[src/sv/dnnr_pkg.sv]
// Shared types, constants and codes for the descriptor nearest-neighbor ratio block.
`default_nettype none

package dnnr_pkg;

  // Default sizes of the descriptor stores.
  localparam int MAX_MODELS_DEF = 256;
  localparam int MAX_LENGTH_DEF = 128;

  // Four descriptor elements share one memory word.
  localparam int LANES = 4;
  localparam int VAL_W = 16;
  localparam int SQ_W  = 32;
  localparam int SUM_W = 34;

  // Distances; the all-ones value means that no candidate was seen.
  localparam int DIST_W = 39;
  localparam logic [DIST_W-1:0] DIST_NONE = '1;

  // Configuration registers.
  localparam int CFG_AW = 3;
  localparam int CFG_DW = 32;
  localparam int MODEL_COUNT_W = 9;
  localparam int DESC_LEN_W    = 8;
  localparam logic [MODEL_COUNT_W-1:0] MODEL_COUNT_RST = 9'd0;
  localparam logic [DESC_LEN_W-1:0]    DESC_LEN_RST    = 8'd64;

  typedef enum logic {
    REG_MODEL_COUNT = 1'b0,
    REG_DESC_LEN    = 1'b1
  } cfg_reg_t;

  typedef enum logic {
    FUNC_MODEL = 1'b0,
    FUNC_QUERY = 1'b1
  } func_t;

  typedef struct packed {
    logic               func;
    logic [7:0]         entry_index;
    logic [6:0]         element_index;
    logic signed [15:0] value;
    logic               laplacian_sign;
    logic               last;
  } in_item_t;

  typedef struct packed {
    logic        match_found;
    logic [7:0]  neighbor_index;
    logic [38:0] best_distance;
    logic [38:0] second_distance;
  } out_item_t;

  // Control that travels with each memory word through the distance pipeline.
  typedef struct packed {
    logic             valid;
    logic             first;
    logic             last;
    logic [LANES-1:0] mask;
  } word_tag_t;

  typedef enum logic [2:0] {
    ST_IDLE,
    ST_SCAN,
    ST_DRAIN,
    ST_RATIO,
    ST_DONE
  } nn_state_t;

endpackage

`default_nettype wire

[src/sv/dnnr_dist.sv]
// Squared-difference pipeline that accumulates the distance of one model entry.
`default_nettype none

module dnnr_dist
  import dnnr_pkg::*;
#(
  parameter int MAX_MODELS = MAX_MODELS_DEF,
  localparam int EW = $clog2(MAX_MODELS)
) (
  input  wire                          clk,
  input  wire                          rst_n,
  input  wire  word_tag_t              tag_in,
  input  wire  [EW-1:0]                entry_in,
  input  wire                          sign_in,
  input  wire                          query_sign,
  input  wire  [LANES-1:0][VAL_W-1:0]  model_rdata,
  input  wire  [LANES-1:0][VAL_W-1:0]  query_rdata,
  output logic                         busy,
  output logic                         dist_valid,
  output logic [DIST_W-1:0]            entry_dist,
  output logic [EW-1:0]                dist_entry
);

  // Stage 2: squares of the lane differences.
  logic [LANES-1:0][SQ_W-1:0] sq_r;
  logic [LANES-1:0][SQ_W-1:0] sq_nxt;
  word_tag_t                  p2_tag_r;
  logic                       p2_hit_r;
  logic [EW-1:0]              p2_entry_r;

  // Stage 3: sum of the four squares.
  logic [SUM_W-1:0]           sum_r;
  logic [SUM_W-1:0]           sum_nxt;
  word_tag_t                  p3_tag_r;
  logic                       p3_hit_r;
  logic [EW-1:0]              p3_entry_r;

  // Stage 4: running distance of the current entry.
  logic [DIST_W-1:0]          acc_r;
  logic [DIST_W-1:0]          acc_nxt;
  logic                       done_r;
  logic [EW-1:0]              done_entry_r;

  always_comb begin
    logic signed [VAL_W:0]     diff;
    logic signed [2*VAL_W+1:0] prod;
    for (int l = 0; l < LANES; l++) begin
      diff = $signed({query_rdata[l][VAL_W-1], query_rdata[l]}) -
             $signed({model_rdata[l][VAL_W-1], model_rdata[l]});
      prod = diff * diff;
      sq_nxt[l] = tag_in.mask[l] ? prod[SQ_W-1:0] : '0;
    end
  end

  assign sum_nxt = SUM_W'(sq_r[0]) + SUM_W'(sq_r[1]) +
                   SUM_W'(sq_r[2]) + SUM_W'(sq_r[3]);

  assign acc_nxt = p3_tag_r.first ? DIST_W'(sum_r) : acc_r + DIST_W'(sum_r);

  always_ff @(posedge clk) begin
    if (!rst_n) begin
      p2_tag_r.valid <= 1'b0;
      p3_tag_r.valid <= 1'b0;
      done_r         <= 1'b0;
    end else begin
      p2_tag_r.valid <= tag_in.valid;
      p3_tag_r.valid <= p2_tag_r.valid;
      done_r         <= p3_tag_r.valid && p3_tag_r.last && p3_hit_r;
    end

    sq_r                <= sq_nxt;
    p2_tag_r.first      <= tag_in.first;
    p2_tag_r.last       <= tag_in.last;
    p2_tag_r.mask       <= tag_in.mask;
    p2_hit_r            <= (sign_in == query_sign);
    p2_entry_r          <= entry_in;

    sum_r               <= sum_nxt;
    p3_tag_r.first      <= p2_tag_r.first;
    p3_tag_r.last       <= p2_tag_r.last;
    p3_tag_r.mask       <= p2_tag_r.mask;
    p3_hit_r            <= p2_hit_r;
    p3_entry_r          <= p2_entry_r;

    if (p3_tag_r.valid) begin
      acc_r <= acc_nxt;
    end
    done_entry_r        <= p3_entry_r;
  end

  assign busy       = tag_in.valid || p2_tag_r.valid || p3_tag_r.valid || done_r;
  assign dist_valid = done_r;
  assign entry_dist = acc_r;
  assign dist_entry = done_entry_r;

endmodule

`default_nettype wire

[config.mk]
export PLATFORM = sky130hd
export DESIGN_NAME = dnnr_dist
export DESIGN_NICKNAME = d
export VERILOG_FILES = /design/src/sv/dnnr_pkg.sv /design/src/sv/dnnr_dist.sv
export SDC_FILE = /design/constraint.sdc
export NUM_CORES = 2
export LEC_CHECK = 0
export BUFFER_PORTS_ARGS = -buffer_cell sky130_fd_sc_hd__buf_2
export CAP_MARGIN = 15
export CORE_MARGIN = 1.5
export CORE_UTILIZATION = 35
export DETAILED_ROUTE_END_ITERATION = 7
export GPL_TIMING_DRIVEN = 0
export HOLD_SLACK_MARGIN = 0.03
export PLACE_DENSITY = 0.58
export SETUP_SLACK_MARGIN = 0.02
export SLEW_MARGIN = 30
export SYNTH_ARGS = -nofsm -noshare
export SYNTH_HDL_FRONTEND = slang
export SYNTH_SLANG_ARGS = --single-unit
[constraint.sdc]
create_clock -name clk -period 10.54 [get_ports clk]
set_clock_uncertainty 0.15 [all_clocks]
set_input_delay 0.527 -clock clk [delete_from_list [all_inputs] [get_ports clk]]
set_output_delay 0.527 -clock clk [all_outputs]
set_load 0.01 [all_outputs]
==> impl_metrics.py <==
metrics = {
    "sta": {
        "worst_pin_slew_ps": 1057,
        "fin_crit_sh_pct": 96.38,
        "post-route-min-period_ps": 10160,
        "fmax_mhz": 98.44,
        "rsz0062_at_grt": "no",
        "relSlewSlack_pct": 27.68,
        "tns_ps": 0,
        "slew_viol_final": 0,
        "report.final.setup_viol": 0,
        "final-hold-violation-count": 0,
    },
    "cells_and_area": {
        "final_cell_mix": "inv_1 (1410), fa_1 (1096), nor2_1 (446), ha_1 (446), nand2_1 (418)",
        "instances_no_fill": 7620,
        "fillers": 14570,
        "nNetsFinal": 7386,
        "areaGrowthSynthToFinish_pct": 9.143,
        "final_common_cell": "inv_1",
        "finalInstanceArea_um2": 55110,
        "utilization_pct": 38.46,
        "drive_gt1_share_pct": 6.141,
    },
    "setup_path": {
        "cpLargestDelayFamily": "adder cells",
        "endpoint_kind": "flop",
        "critPathMaxFanout": 10,
        "crit_type": "input pin to flop",
        "cp.depth": 33,
        "critPathMaxStageDelay_ps": 910,
        "cp_data_arrival_time_ps": 10480,
        "startpoint_type": "input pin",
        "required_ps": 10870,
        "reg2reg_depth": 14,
        "r2r_setup_slack_ps": 5990,
        "cpMaxStageDelayCell": "a2111oi_0",
        "cp_common_cell": "fa_1",
        "path_buf_inv": 7,
    },
    "clocking": {
        "clk_pin_slew_ps": 60,
        "cts_buffers": 26,
        "clock_latency_ps": 550,
        "numClockSinks": 230,
        "cts_tree": "built",
        "root_buffer": "clkbuf_16",
        "htree_levels": 1,
        "post_cts_buffers": 0,
        "clockBufferDepth": 3,
    },
    "drt": {
        "wirelength_um": 124300,
        "wl_met1_um": 54380,
        "viasPerCell": 4.743,
        "drtAntennaViolNets": 0,
        "drt_iter0_drc": 1792,
        "route.detailed.drc": 0,
        "post_drt_wl_per_cell_um": 16.31,
        "dr.pass1.iters": 7,
        "top_layer_used": "met5",
        "wl_met3_um": 6903,
        "via_count": 36140,
        "wl_met2_um": 59330,
    },
    "floorplan": {
        "start_util_pct": 35.24,
        "ios": 196,
        "dieArea_um2": 146600,
        "die_y_um": 382.8,
        "die_w_um": 382.8,
        "rows": 139,
        "core-area_um2": 143300,
    },
    "global_route": {
        "grt_usage_pct": 17.60,
        "grt_start_max_net_pins": 42,
        "overflow": 0,
        "grt_pass1_wl_um": 205200,
        "antenna_found_initial": 8,
        "grt_pass1_vias": 39480,
    },
    "synthesis": {
        "yosysTopAreaCell": "fa_1",
        "syn_inst": 5460,
        "synthTopCellsByArea": "fa_1 (43%), ha_1 (11%), inv_1 (10%)",
        "synth_top_area_share_pct": 43.45,
        "synthFlopType": "dfxtp_1",
        "synth_enable_flop_cells": 39,
        "ys_types": 97,
        "ys_async_sr_fraction_pct": 0,
        "syn_area_per_cell_um2": 9.248,
        "ys_ff_latch": 230,
        "yosysSeqAreaShare_pct": 9.892,
        "syn_area_um2": 50490,
        "yosys_warnings": 0,
    },
    "status": {
        "outcome": "complete, no violations",
    },
    "min_path": {
        "min_path_cells": 2,
        "hp-class": "input pin to flop",
    },
    "place": {
        "placedCellCount": 7561,
        "place_congestion": 0.8795,
        "dp_hpwl_um": 108700,
        "port_buffers": 195,
        "placed_area_um2": 54090,
    },
    "job": {
        "maxCapViolations": 0,
    },
}
## Yosys cell counts, types with 37 or more instances
library cell / n
a21o_1: 71
a21oi_1: 165
and2_1: 89
clkbuf_1: 99
dfxtp_1: 191
edfxtp_1: 39
fa_1: 1096
ha_1: 446
inv_1: 1410
nand2_1: 418
nand2b_1: 54
nor2_1: 446
nor2b_1: 48
nor3_1: 44
o21a_1: 37
o21ai_0: 139
xnor2_1: 172
xor2_1: 71
## metal layers
metal	vias to the layer above	GRT usage (%)
met3	171	2.488
li1	16980	-
met5	-	0
met4	6	4.791
met1	18100	23.50
met2	886	29.74
## stage by stage
step,setup WS (ps),hold slack [ps]
floorplan,1978,159.6
global placement,-162.5,160.7
detailed placement,14.47,162.1
CTS,541.6,57.66
global route,50.66,81.32
finish,381.3,78.15
## cell families (layout without fill, tap and decap cells)
group	count (synthesis)	count (layout)	synth area share [%]
buffers and inverters	1545	1800	11.54
adder cells (fa/ha/maj)	1542	1542	54.50
AND/OR/NAND/NOR	1266	1266	11.38
AO/OA/AOI/OAI	615	615	8.001
XOR/XNOR	248	248	4.423
flip-flops	230	230	9.892
multiplexers	12	12	0.2428
other	2	4	0.01487
## worst paths after layout
kind,start,endpoint
max reg2reg,sq_r[2]$_SDFF_PN0_,sum_r[33]$_DFF_P_
min reg2reg,p3_entry_r[5]$_DFF_P_,dist_entry[5]$_DFF_P_
min,sign_in,p2_hit_r$_DFF_P_
max,query_rdata[32],sq_r[94]$_SDFF_PN0_
## area by class of cell
type	count	area [um2]	area share, %
buffer	116	464.2	0.8423
sequential	230	4999	9.070
antenna	1	2.502	0.004541
timing repair buffer	208	1105	2.005
clock buffer	31	721.9	1.310
clock inverter	16	180.2	0.3269
multi-input combinational	3686	39890	72.39
tap	1903	2381	4.320
inverter	1429	5365	9.735
## repair_timing
action,in CTS,in global routing
hold endpoints to repair,11,0
endpoints found under the setup margin,0,2
resized for setup,0,3
hold buffers,11,0
## flip-flops by register name, summed over array words and instances, names as in the netlist
signal and count:
p3_hit_r 1, dist_entry 8, p2_tag_r 3, p2_hit_r 1, p2_entry_r 8, sq_r 124, sum_r 34, p3_entry_r 8
p3_tag_r 3, entry_dist 39, dist_valid 1
Power is not shown: default switching activity piles up to over one toggle a cycle in this logic, so the estimate is an artifact.
